--- src/design/prtp_pkg.sv ---
// Shared types and constants for the resource-data tag parser.
// No dependencies; every module of the block and the testbench import this package.
package prtp_pkg;

    localparam int MAX_ID_CHARS = 127;
    localparam int ID_COUNT_W = 7;
    localparam int BYTES_LEFT_W = 16;

    localparam logic [ID_COUNT_W-1:0] ID_LIMIT = ID_COUNT_W'(MAX_ID_CHARS);
    localparam logic [3:0] TAG_END = 4'hF;
    localparam logic [6:0] TAG_ID_ANSI = 7'h02;

    typedef enum logic [4:0] {
        PH_TAG      = 5'b00001,
        PH_LEN_LO   = 5'b00010,
        PH_LEN_HI   = 5'b00100,
        PH_DATA     = 5'b01000,
        PH_FINISHED = 5'b10000
    } phase_t;

    typedef enum logic [1:0] {
        ST_PARSING = 2'd0,
        ST_END     = 2'd1,
        ST_TIMEOUT = 2'd2,
        ST_IGNORED = 2'd3
    } status_t;

    typedef struct packed {
        logic       new_card;
        logic       read_timeout;
        logic [7:0] data_byte;
    } req_t;

    typedef struct packed {
        status_t               status;
        logic                  id_char_valid;
        logic [7:0]            id_char;
        logic [ID_COUNT_W-1:0] id_index;
    } rsp_t;

    typedef struct packed {
        phase_t                  phase;
        logic [BYTES_LEFT_W-1:0] bytes_left;
        logic [7:0]              length_low;
        logic                    item_is_end;
        logic                    item_is_ansi;
        logic                    id_captured;
        logic                    id_stopped;
        logic [ID_COUNT_W-1:0]   id_count;
    } parse_state_t;

    localparam parse_state_t STATE_INIT = '{
        phase:        PH_TAG,
        bytes_left:   '0,
        length_low:   '0,
        item_is_end:  1'b0,
        item_is_ansi: 1'b0,
        id_captured:  1'b0,
        id_stopped:   1'b0,
        id_count:     '0
    };

endpackage

--- src/design/prtp_req_if.sv ---
// Request channel of the tag parser: one resource-data byte with its flags.
// Depends on nothing.
interface prtp_req_if;
    logic       valid;
    logic       ready;
    logic       new_card;
    logic       read_timeout;
    logic [7:0] data_byte;

    modport source (output valid, output new_card, output read_timeout,
                    output data_byte, input ready);
    modport sink (input valid, input new_card, input read_timeout,
                  input data_byte, output ready);
endinterface

--- src/design/prtp_rsp_if.sv ---
// Result channel of the tag parser: parse status and identifier character.
// Depends on nothing.
interface prtp_rsp_if;
    logic       valid;
    logic       ready;
    logic [1:0] status;
    logic       id_char_valid;
    logic [7:0] id_char;
    logic [6:0] id_index;

    modport source (output valid, output status, output id_char_valid,
                    output id_char, output id_index, input ready);
    modport sink (input valid, input status, input id_char_valid,
                  input id_char, input id_index, output ready);
endinterface

--- src/design/prtp_in_stage.sv ---
// Input register of the tag parser: holds one accepted request.
// Depends on prtp_pkg and prtp_req_if.
module prtp_in_stage (
    input  logic         clk,
    input  logic         rst_n,
    prtp_req_if.sink     req,
    input  logic         take,
    output logic         item_valid,
    output prtp_pkg::req_t item
);
    import prtp_pkg::*;

    logic valid_reg;
    logic valid_next;
    req_t item_reg;

    assign req.ready = !valid_reg || take;
    assign valid_next = req.ready ? req.valid : valid_reg;

    always_ff @(posedge clk or negedge rst_n)
    begin
        if (!rst_n)
        begin
            valid_reg <= 1'b0;
        end
        else
        begin
            valid_reg <= valid_next;
        end
    end

    always_ff @(posedge clk)
    begin
        if (req.valid && req.ready)
        begin
            item_reg <= '{new_card:     req.new_card,
                          read_timeout: req.read_timeout,
                          data_byte:    req.data_byte};
        end
    end

    assign item_valid = valid_reg;
    assign item = item_reg;
endmodule

--- src/design/prtp_step.sv ---
// Parser state and the combinational update that handles one byte.
// Depends on prtp_pkg.
module prtp_step (
    input  logic           clk,
    input  logic           rst_n,
    input  logic           advance,
    input  prtp_pkg::req_t item,
    output prtp_pkg::rsp_t result
);
    import prtp_pkg::*;

    parse_state_t state_reg;
    parse_state_t state_next;
    parse_state_t cur;
    parse_state_t upd;
    rsp_t res;
    logic [7:0] b;
    logic [BYTES_LEFT_W-1:0] len_large;
    logic [BYTES_LEFT_W-1:0] left_dec;

    assign b = item.data_byte;
    assign cur = item.new_card ? STATE_INIT : state_reg;
    assign len_large = {b, cur.length_low};
    assign left_dec = cur.bytes_left - BYTES_LEFT_W'(1);

    always_comb
    begin
        upd = cur;
        res = '{status: ST_PARSING, id_char_valid: 1'b0, id_char: '0, id_index: '0};
        if (cur.phase == PH_FINISHED)
        begin
            res.status = ST_IGNORED;
        end
        else if (item.read_timeout)
        begin
            res.status = ST_TIMEOUT;
            upd.phase = PH_FINISHED;
        end
        else
        begin
            case (cur.phase)
                PH_TAG:
                begin
                    if (!b[7])
                    begin
                        upd.item_is_end = (b[6:3] == TAG_END);
                        upd.item_is_ansi = 1'b0;
                        if (b[2:0] == 3'd0)
                        begin
                            if (b[6:3] == TAG_END)
                            begin
                                res.status = ST_END;
                                upd.phase = PH_FINISHED;
                            end
                        end
                        else
                        begin
                            upd.bytes_left = BYTES_LEFT_W'(b[2:0]);
                            upd.phase = PH_DATA;
                        end
                    end
                    else
                    begin
                        upd.item_is_end = 1'b0;
                        upd.item_is_ansi = (b[6:0] == TAG_ID_ANSI) && !cur.id_captured;
                        if ((b[6:0] == TAG_ID_ANSI) && !cur.id_captured)
                        begin
                            upd.id_stopped = 1'b0;
                            upd.id_count = '0;
                        end
                        upd.phase = PH_LEN_LO;
                    end
                end
                PH_LEN_LO:
                begin
                    upd.length_low = b;
                    upd.phase = PH_LEN_HI;
                end
                PH_LEN_HI:
                begin
                    upd.bytes_left = len_large;
                    upd.phase = (len_large == '0) ? PH_TAG : PH_DATA;
                end
                PH_DATA:
                begin
                    if (cur.item_is_ansi && !cur.id_stopped)
                    begin
                        if (b == 8'd0 || cur.id_count >= ID_LIMIT)
                        begin
                            upd.id_stopped = 1'b1;
                        end
                        else
                        begin
                            res.id_char_valid = 1'b1;
                            res.id_char = b;
                            res.id_index = cur.id_count;
                            upd.id_count = cur.id_count + ID_COUNT_W'(1);
                            upd.id_captured = 1'b1;
                        end
                    end
                    upd.bytes_left = left_dec;
                    if (left_dec == '0)
                    begin
                        if (cur.item_is_end)
                        begin
                            res.status = ST_END;
                            upd.phase = PH_FINISHED;
                        end
                        else
                        begin
                            upd.phase = PH_TAG;
                        end
                    end
                end
                default:
                begin
                    upd = cur;
                end
            endcase
        end
    end

    assign state_next = advance ? upd : state_reg;

    always_ff @(posedge clk or negedge rst_n)
    begin
        if (!rst_n)
        begin
            state_reg <= STATE_INIT;
        end
        else
        begin
            state_reg <= state_next;
        end
    end

    assign result = res;
endmodule

--- src/design/prtp_out_stage.sv ---
// Result register of the tag parser, driving the result channel.
// Depends on prtp_pkg and prtp_rsp_if.
module prtp_out_stage (
    input  logic           clk,
    input  logic           rst_n,
    input  logic           load,
    input  prtp_pkg::rsp_t result,
    output logic           space,
    prtp_rsp_if.source     rsp
);
    import prtp_pkg::*;

    logic valid_reg;
    logic valid_next;
    rsp_t result_reg;

    assign space = !valid_reg || rsp.ready;
    assign valid_next = load || (valid_reg && !rsp.ready);

    always_ff @(posedge clk or negedge rst_n)
    begin
        if (!rst_n)
        begin
            valid_reg <= 1'b0;
        end
        else
        begin
            valid_reg <= valid_next;
        end
    end

    always_ff @(posedge clk)
    begin
        if (load)
        begin
            result_reg <= result;
        end
    end

    assign rsp.valid = valid_reg;
    assign rsp.status = result_reg.status;
    assign rsp.id_char_valid = result_reg.id_char_valid;
    assign rsp.id_char = result_reg.id_char;
    assign rsp.id_index = result_reg.id_index;
endmodule

--- src/design/pnp_resource_tag_parser.sv ---
// Top level of the plug-and-play resource-data tag parser.
// Depends on prtp_pkg, both channel interfaces and the three stage modules.
//
// The parser takes one resource-data byte per request and returns exactly one
// result per byte: the parse status and, for bytes of the first non-empty ANSI
// identifier string, the character and its position. It sustains one byte per
// clock cycle unless the result channel stalls; each result passes through
// the input register, the combinational state update and the result register.
// A request with new_card set restarts the parser for that byte. After the end
// item completes or a timeout is reported, every byte returns status ignored
// until the next new_card or reset.
module pnp_resource_tag_parser (
    input  logic       clk,
    input  logic       rst_n,
    prtp_req_if.sink   req,
    prtp_rsp_if.source rsp
);
    import prtp_pkg::*;

    logic item_valid;
    req_t item;
    rsp_t result;
    logic space;
    logic advance;

    assign advance = item_valid && space;

    prtp_in_stage u_in (
        .clk        (clk),
        .rst_n      (rst_n),
        .req        (req),
        .take       (advance),
        .item_valid (item_valid),
        .item       (item)
    );

    prtp_step u_step (
        .clk     (clk),
        .rst_n   (rst_n),
        .advance (advance),
        .item    (item),
        .result  (result)
    );

    prtp_out_stage u_out (
        .clk    (clk),
        .rst_n  (rst_n),
        .load   (advance),
        .result (result),
        .space  (space),
        .rsp    (rsp)
    );
endmodule

--- src/flat_wrapper.sv ---
// flat-port wrapper written by rule: the top's interface ports become plain ports
module pnp_resource_tag_parser_flat import prtp_pkg::*;
  (clk, rst_n, req_valid, req_new_card, req_read_timeout, req_data_byte, req_ready, rsp_valid, rsp_status, rsp_id_char_valid, rsp_id_char, rsp_id_index, rsp_ready);
  prtp_req_if req_i ();
  prtp_rsp_if rsp_i ();
  input  logic clk;
  input  logic rst_n;
  input wire logic [$bits(req_i.valid)-1:0] req_valid;
  input wire logic [$bits(req_i.new_card)-1:0] req_new_card;
  input wire logic [$bits(req_i.read_timeout)-1:0] req_read_timeout;
  input wire logic [$bits(req_i.data_byte)-1:0] req_data_byte;
  output wire logic [$bits(req_i.ready)-1:0] req_ready;
  output wire logic [$bits(rsp_i.valid)-1:0] rsp_valid;
  output wire logic [$bits(rsp_i.status)-1:0] rsp_status;
  output wire logic [$bits(rsp_i.id_char_valid)-1:0] rsp_id_char_valid;
  output wire logic [$bits(rsp_i.id_char)-1:0] rsp_id_char;
  output wire logic [$bits(rsp_i.id_index)-1:0] rsp_id_index;
  input wire logic [$bits(rsp_i.ready)-1:0] rsp_ready;
  assign req_i.valid = req_valid;
  assign req_i.new_card = req_new_card;
  assign req_i.read_timeout = req_read_timeout;
  assign req_i.data_byte = req_data_byte;
  assign req_ready = req_i.ready;
  assign rsp_valid = rsp_i.valid;
  assign rsp_status = rsp_i.status;
  assign rsp_id_char_valid = rsp_i.id_char_valid;
  assign rsp_id_char = rsp_i.id_char;
  assign rsp_id_index = rsp_i.id_index;
  assign rsp_i.ready = rsp_ready;
  pnp_resource_tag_parser u_core (.clk(clk), .rst_n(rst_n), .req(req_i), .rsp(rsp_i));
endmodule
--- config.mk ---
export PLATFORM = sky130hd
export DESIGN_NAME = pnp_resource_tag_parser_flat
export DESIGN_NICKNAME = d
export VERILOG_FILES = /design/src/design/prtp_pkg.sv /design/src/design/prtp_req_if.sv /design/src/design/prtp_rsp_if.sv /design/src/design/prtp_in_stage.sv /design/src/design/prtp_step.sv /design/src/design/prtp_out_stage.sv /design/src/design/pnp_resource_tag_parser.sv /design/src/flat_wrapper.sv
export SDC_FILE = /design/constraint.sdc
export NUM_CORES = 1
export LEC_CHECK = 0
export ABC_CLOCK_PERIOD_IN_PS = 4600
export BUFFER_PORTS_ARGS = -buffer_cell sky130_fd_sc_hd__buf_2
export CORE_AREA = 2 2 84 86
export CTS_CLUSTER_DIAMETER = 60
export CTS_CLUSTER_SIZE = 10
export DETAILED_ROUTE_END_ITERATION = 7
export DIE_AREA = 0 0 86 88
export HOLD_SLACK_MARGIN = 0.08
export PLACE_DENSITY = 0.77
export SLEW_MARGIN = 30
export SYNTH_ARGS = -nofsm -noshare
export SYNTH_HDL_FRONTEND = slang
export SYNTH_SLANG_ARGS = --single-unit
--- constraint.sdc ---
create_clock -name clk -period 4.6 [get_ports clk]
set_input_delay 0.23 -clock clk [delete_from_list [all_inputs] [get_ports clk]]
set_output_delay 0.23 -clock clk [all_outputs]
set_load 0.02 [all_outputs]
**Word level (Yosys, flattened, before mapping)**

Index checks and enable logic that the tools add are counted.

- Add/sub/neg operators: 2
- Multiply operators: 0
- Divide/modulo/power cells: 0
- $lt $le $gt $ge: 1
- Equal/unequal tests: 7
- Shift-type cells: 0
- Muxes and demuxes: 33
- Bitwise gates (word level): 2
- Reduce and logical (&&, ||, !) cells: 21

Operators by type and width:

| operator | count |
|---|---|
| $mux W40 | 2 |
| $mux W16 | 3 |
| $pmux W16 S3 | 1 |
| $mux W35 | 1 |
| $logic_not A16 Y1 | 2 |
| $mux W5 | 6 |
| $mux W8 | 3 |
| $pmux W5 S4 | 1 |
| $pmux W8 S2 | 1 |
| $sub A16 B1 Y16 const B | 1 |
| $mux W1 | 9 |
| $mux W9 | 1 |
| $logic_not A8 Y1 | 1 |
| $add A7 B1 Y7 const B | 1 |
| $eq A7 B2 Y1 const B | 1 |
| $ge A7 B7 Y1 const B | 1 |
| $mux W7 | 1 |
| $eq A5 B1 Y1 const B | 1 |
| $eq A5 B2 Y1 const B | 1 |
| $eq A5 B3 Y1 const B | 1 |
| $eq A5 B4 Y1 const B | 1 |
| $eq A5 B5 Y1 const B | 1 |
| $logic_and A1 B1 Y1 | 5 |
| $logic_not A1 Y1 | 5 |
| 10 further kinds | 15 |

- Flip-flop bits (word level): 70
- Bits in latches: 0
- Memory bits (writable): 0
- ROM bits: 0
- Logic and storage cells: 84
- Memories: 0

**Logic depth before layout (Yosys ltp)**

- Depth in word-level cells: 8
- Mapped depth: 13
- Gate-level depth less buffers: 11

**Cells and area by module**

Synthesis repeated with hierarchy kept, for this count alone.

- Cells, all modules: 412
- Area total of the unflattened synthesis: 4,081.4 µm²

Modules (own cells, without submodules):

| module | instances | cells an instance | area each (µm²) | sequential area each (µm²) |
|---|---|---|---|---|
| prtp_step | 1 | 376 | 3,133.0 | 1,002.2 |
| prtp_out_stage | 1 | 21 | 588.1 | 565.5 |
| prtp_in_stage | 1 | 14 | 354.1 | 325.3 |
| pnp_resource_tag_parser | 1 | 1 | 6.3 | 0.0 |

**Worst setup path before layout**

No wires, ideal clock.

- Path type: flip-flop to flip-flop
- From: register u_core.u_in.item_reg, in the netlist u_core.u_in.item[9]
- To: register u_core.u_step.state_reg[38] (netlist name)
- Arrival: 3.220 ns
- Setup slack: 1.256 ns
- Cell stages (with the launch flop): 13
- Buffers on the path: 3
- Clock period less this slack: 3.344 ns
- Cell sequence: edfxtp_1 clkbuf_1 clkinv_1 clkbuf_1 nand2_1 ha_1 buf_2 or4b_1 or4_1 a31o_2 nor4_1 nand4_1 o31a_1

- Word-level cells in the longest chain between the ends: 7
- Elaborated cells on any way between the ends: 17
- Those cells by class: add/sub: 1; eq/ne: 5; mux: 9; reduce/logical: 2

Ends and longest elaborated chain:

| what | line | text |
|---|---|---|
| from (decl) | prtp_in_stage.sv:15 | `req_t item_reg;` |
| from (signal assigned) | prtp_in_stage.sv:36 | `item_reg <= '{new_card: req.new_card,` |
| $mux W40 (*) | prtp_step.sv:22 | `assign cur = item.new_card ? STATE_INIT : state_reg;` |
| $sub A16 B1 Y16 or $mux W5 (tied branches) | prtp_step.sv:24, prtp_step.sv:50 |  |
| $logic_not A16 Y1 or $mux W5 (tied branches) | prtp_step.sv:102, prtp_step.sv:48 |  |
| $mux W5, on equally long branches | prtp_step.sv:102, prtp_step.sv:44 |  |
| $pmux W5 S4 | prtp_step.sv:41 | `case (cur.phase)` |
| $mux W5 | prtp_step.sv:34 | `else if (item.read_timeout)` |
| $mux W40 (*) | prtp_step.sv:30 | `if (cur.phase == PH_FINISHED)` |
| to (signal assigned) | prtp_step.sv:133 | `state_reg <= state_next;` |
| to (decl) | prtp_step.sv:12 | `parse_state_t state_reg;` |

Every way passes the cells marked *; elsewhere a longest branch is shown, timed or not.
A chain may end at the register's enable or synchronous reset.

**Worst setup path in the final report**

Ends and elaborated chain as after synthesis.

==> impl_metrics.json <==
{
  "initial_antenna_violation_count": 0,
  "placement_rows": 30,
  "rr_startpoint": "u_core.u_in.item[9]$_DFFE_PP_",
  "synth_cells": 379,
  "synth.net_count": 396,
  "cts.htree.levels": 3,
  "leading_post_synthesis_cells_by_cell_area": "sky130_fd_sc_hd__dfrtp_1 27%, sky130_fd_sc_hd__edfxtp_1 22%, sky130_fd_sc_hd__a22o_1 3.0%, sky130_fd_sc_hd__o2bb2ai_1 3.0%, sky130_fd_sc_hd__nor2_1 2.5%",
  "timing.setup.tns_ns": 0,
  "min_clock_period_post_route_ns": 3.35,
  "top_level_ports": 34,
  "class_of_the_most_critical_setup_path": "flop to flop",
  "final.period_utilization_pct": 72.8,
  "antenna_cell_count": 0,
  "hold_end": "u_core.u_in.item_valid$_DFFE_PN0N_",
  "timing.max_slew.rel_slack_pct": 36.6,
  "count_of_input_and_output_buffers": 33,
  "skew_ns": 0.0109,
  "worst_hold_path.num_cells": 2,
  "drt.antenna.violating_nets": 0,
  "clkLatencyLatePin_ns": 0.34,
  "drt_first_iter_violations": 358,
  "cts_repair_resize_count": 0,
  "die_y_um": 88,
  "syn-mean-instance-area_sq_um": 10.0,
  "report.final.slew_viol_count": 0,
  "cp-start-kind": "flop",
  "remaining_drc_errors": 0,
  "maxCapViolCount": 0,
  "route.detailed.wl_per_inst_um": 19.5,
  "clock_tree.buffer_depth": 2,
  "run_status": "finished, final reports clean",
  "finalWeightedCongestion": 0.915,
  "synth-main-ff-cell": "sky130_fd_sc_hd__dfrtp_1",
  "power.leakage_nw": 1.78,
  "netlist.top_cell.by_area": "sky130_fd_sc_hd__dfrtp_1",
  "timing_hold_violations_final": 0,
  "grt_max_degree": 30,
  "grt_usage_pct": 27.7,
  "power.density_cell_area_nw_per_um2": 347,
  "drt_pass1_iterations": 6,
  "final_nets": 432,
  "cts_made_buffers": 9,
  "reg2reg_slack_ns": 1.25,
  "hold_start": "req_valid",
  "floorplan.core_area_sq_um": 6640,
  "dpl.hpwl_mm": 6.63,
  "synth_top_cells_by_count": "41 x sky130_fd_sc_hd__dfrtp_1, 28 x sky130_fd_sc_hd__edfxtp_1, 25 x sky130_fd_sc_hd__nor2_1",
  "synthDistinctLibCells": 68,
  "reg2reg_depth": 10,
  "flow.area_growth_from_synthesis_pct": 14.8,
  "min_path_type": "input port to flop",
  "yosysWarnings": 0,
  "yosysSeqAreaShare_pct": 49.8,
  "dieArea_sq_um": 7570,
  "postCtsSetupRepairBufs": 0,
  "fmaxAchievable_ghz": 0.299,
  "detail_route.vias_per_cell": 6.65,
  "cts.sinks": 70,
  "crit-reg2reg-capture": "u_core.u_step.state_reg[38]$_DFFE_PN0P_",
  "synthMostInstantiatedCell": "sky130_fd_sc_hd__dfrtp_1",
  "post-synth-top-area-fraction_pct": 27.0,
  "floorplan.initialDensity_pct": 57.3,
  "cp.arrival_ns": 3.57,
  "synthesis.area_sq_um": 3800,
  "finalSetupViolations": 0,
  "detailroute.via_count": 3323,
  "rsz0062_at_grt": "no",
  "synth_edf_count": 28,
  "finish.utilization_pct": 65.7,
  "maximum_fanout_encountered_on_the_critical_timing_path": 19,
  "clk_root_buffer_cell": "sky130_fd_sc_hd__clkbuf_8",
  "hold_buffers": 11,
  "via_count_of_the_first_global_routing_pass": 3117,
  "cp_data_required_time_ns": 4.82,
  "dieWidth_um": 86,
  "route.final.wire_length_mm": 9.75,
  "synth.ff_latch_count": 70,
  "layout-drive-gt1-share_pct": 15.0,
  "number_of_flip_flops_under_the_largest_register_name": 40,
  "clk_transition_reported_paths_ns": 0.08,
  "grt_remaining_overflow": 0,
  "synth-async-reset-ratio_pct": 60.0,
  "timing_worst_slew_pin_value_ns": 0.943,
  "grt_first_pass_wirelength_mm": 16.1,
  "cts_tree": "yes",
  "power.ir.vdd_worst_uv": 243,
  "beginning_of_the_critical_path": "u_core.u_in.item[9]$_DFFE_PP_",
  "critical_path_end_type": "flop"
}
-- per-stage QoR --
step	hold WS, ns	instance area, sq um	power [mW]	std cells	worst slack [ns]
after floorplan	-0.0656	3800	0.902	379	1.26
after global placement	0.406	4010	0.970	472	1.39
after detailed placement	0.240	4040	0.979	473	1.34
after CTS	0.0938	4360	1.52	500	1.32
after global routing	0.121	4370	1.57	500	1.11
final	0.102	4370	1.52	500	1.25
-- layout by cell type, fill, tap and decap left out, drive strengths merged, types with 16 or more instances in the layout --
master / count
a21oi: 18
buf: 38
dfrtp: 41
edfxtp: 28
nand2: 22
nor2: 25
nor3: 16
o21ai: 21
-- kinds of logic after synthesis --
logic type               Yosys count  share of synthesized area [%]
multiplexers                       1                          0.263
adder cells (fa/ha/maj)            3                          0.987
AND/OR/NAND/NOR                  134                           19.2
AO/OA/AOI/OAI                    124                           23.7
flip-flops                        70                           49.8
XOR/XNOR                           9                           2.07
buffers and inverters             38                           4.01
-- worst max-delay path: stages, from the launching register on --
cell and delay, ns:
sky130_fd_sc_hd__edfxtp_1 0.35, sky130_fd_sc_hd__clkinv_1 0.06, sky130_fd_sc_hd__buf_4 0.20, sky130_fd_sc_hd__nand2_1 0.13
sky130_fd_sc_hd__ha_1 0.36, sky130_fd_sc_hd__or4b_1 0.53, sky130_fd_sc_hd__or4_1 0.42, sky130_fd_sc_hd__a31o_2 0.27
sky130_fd_sc_hd__nor4_1 0.26, sky130_fd_sc_hd__nand4_1 0.30, sky130_fd_sc_hd__o31a_1 0.35
-- routing by layer --
metal  GRT usage, %  part of all wire, %
met4           13.7                  3.0
met3           5.56                  8.7
met5              0                    0
met1           38.9                   43
met2           41.0                   45
-- final cells by class --
| type | instances | area (sq um) |
|---|---|---|
| Tap cell | 80 | 100 |
| Clock buffer | 11 | 141 |
| Timing Repair Buffer | 49 | 333 |
| Multi-Input combinational cell | 271 | 1770 |
| Sequential cell | 70 | 1890 |
| Inverter | 14 | 52.6 |
| Clock inverter | 5 | 72.6 |
| Fill cell | 528 | 2280 |
-- worst max path at each step --
stage | endpoint | slack, ns | cells after the start
finish | u_core.u_step.state_reg[38]$_DFFE_PN0P_ | 1.25 | 10
global route | u_core.u_step.state_reg[38]$_DFFE_PN0P_ | 1.11 | 10
CTS | u_core.u_step.state_reg[38]$_DFFE_PN0P_ | 1.32 | 10
detailed placement | u_core.u_step.state_reg[38]$_DFFE_PN0P_ | 1.34 | 10
global placement | u_core.u_step.state_reg[38]$_DFFE_PN0P_ | 1.39 | 10
floorplan | u_core.u_step.state_reg[38]$_DFFE_PN0P_ | 1.26 | 12
-- power by group --
part | switching [mW] | total, mW | internal [mW] | leakage [nW]
registers | 0.0402 | 0.727 | 0.687 | 0.843
clock network | 0.220 | 0.536 | 0.316 | 0.108
logic | 0.159 | 0.253 | 0.0932 | 0.830
total | 0.419 | 1.52 | 1.10 | 1.78
Note: power is estimated with default switching activity, not from simulation.
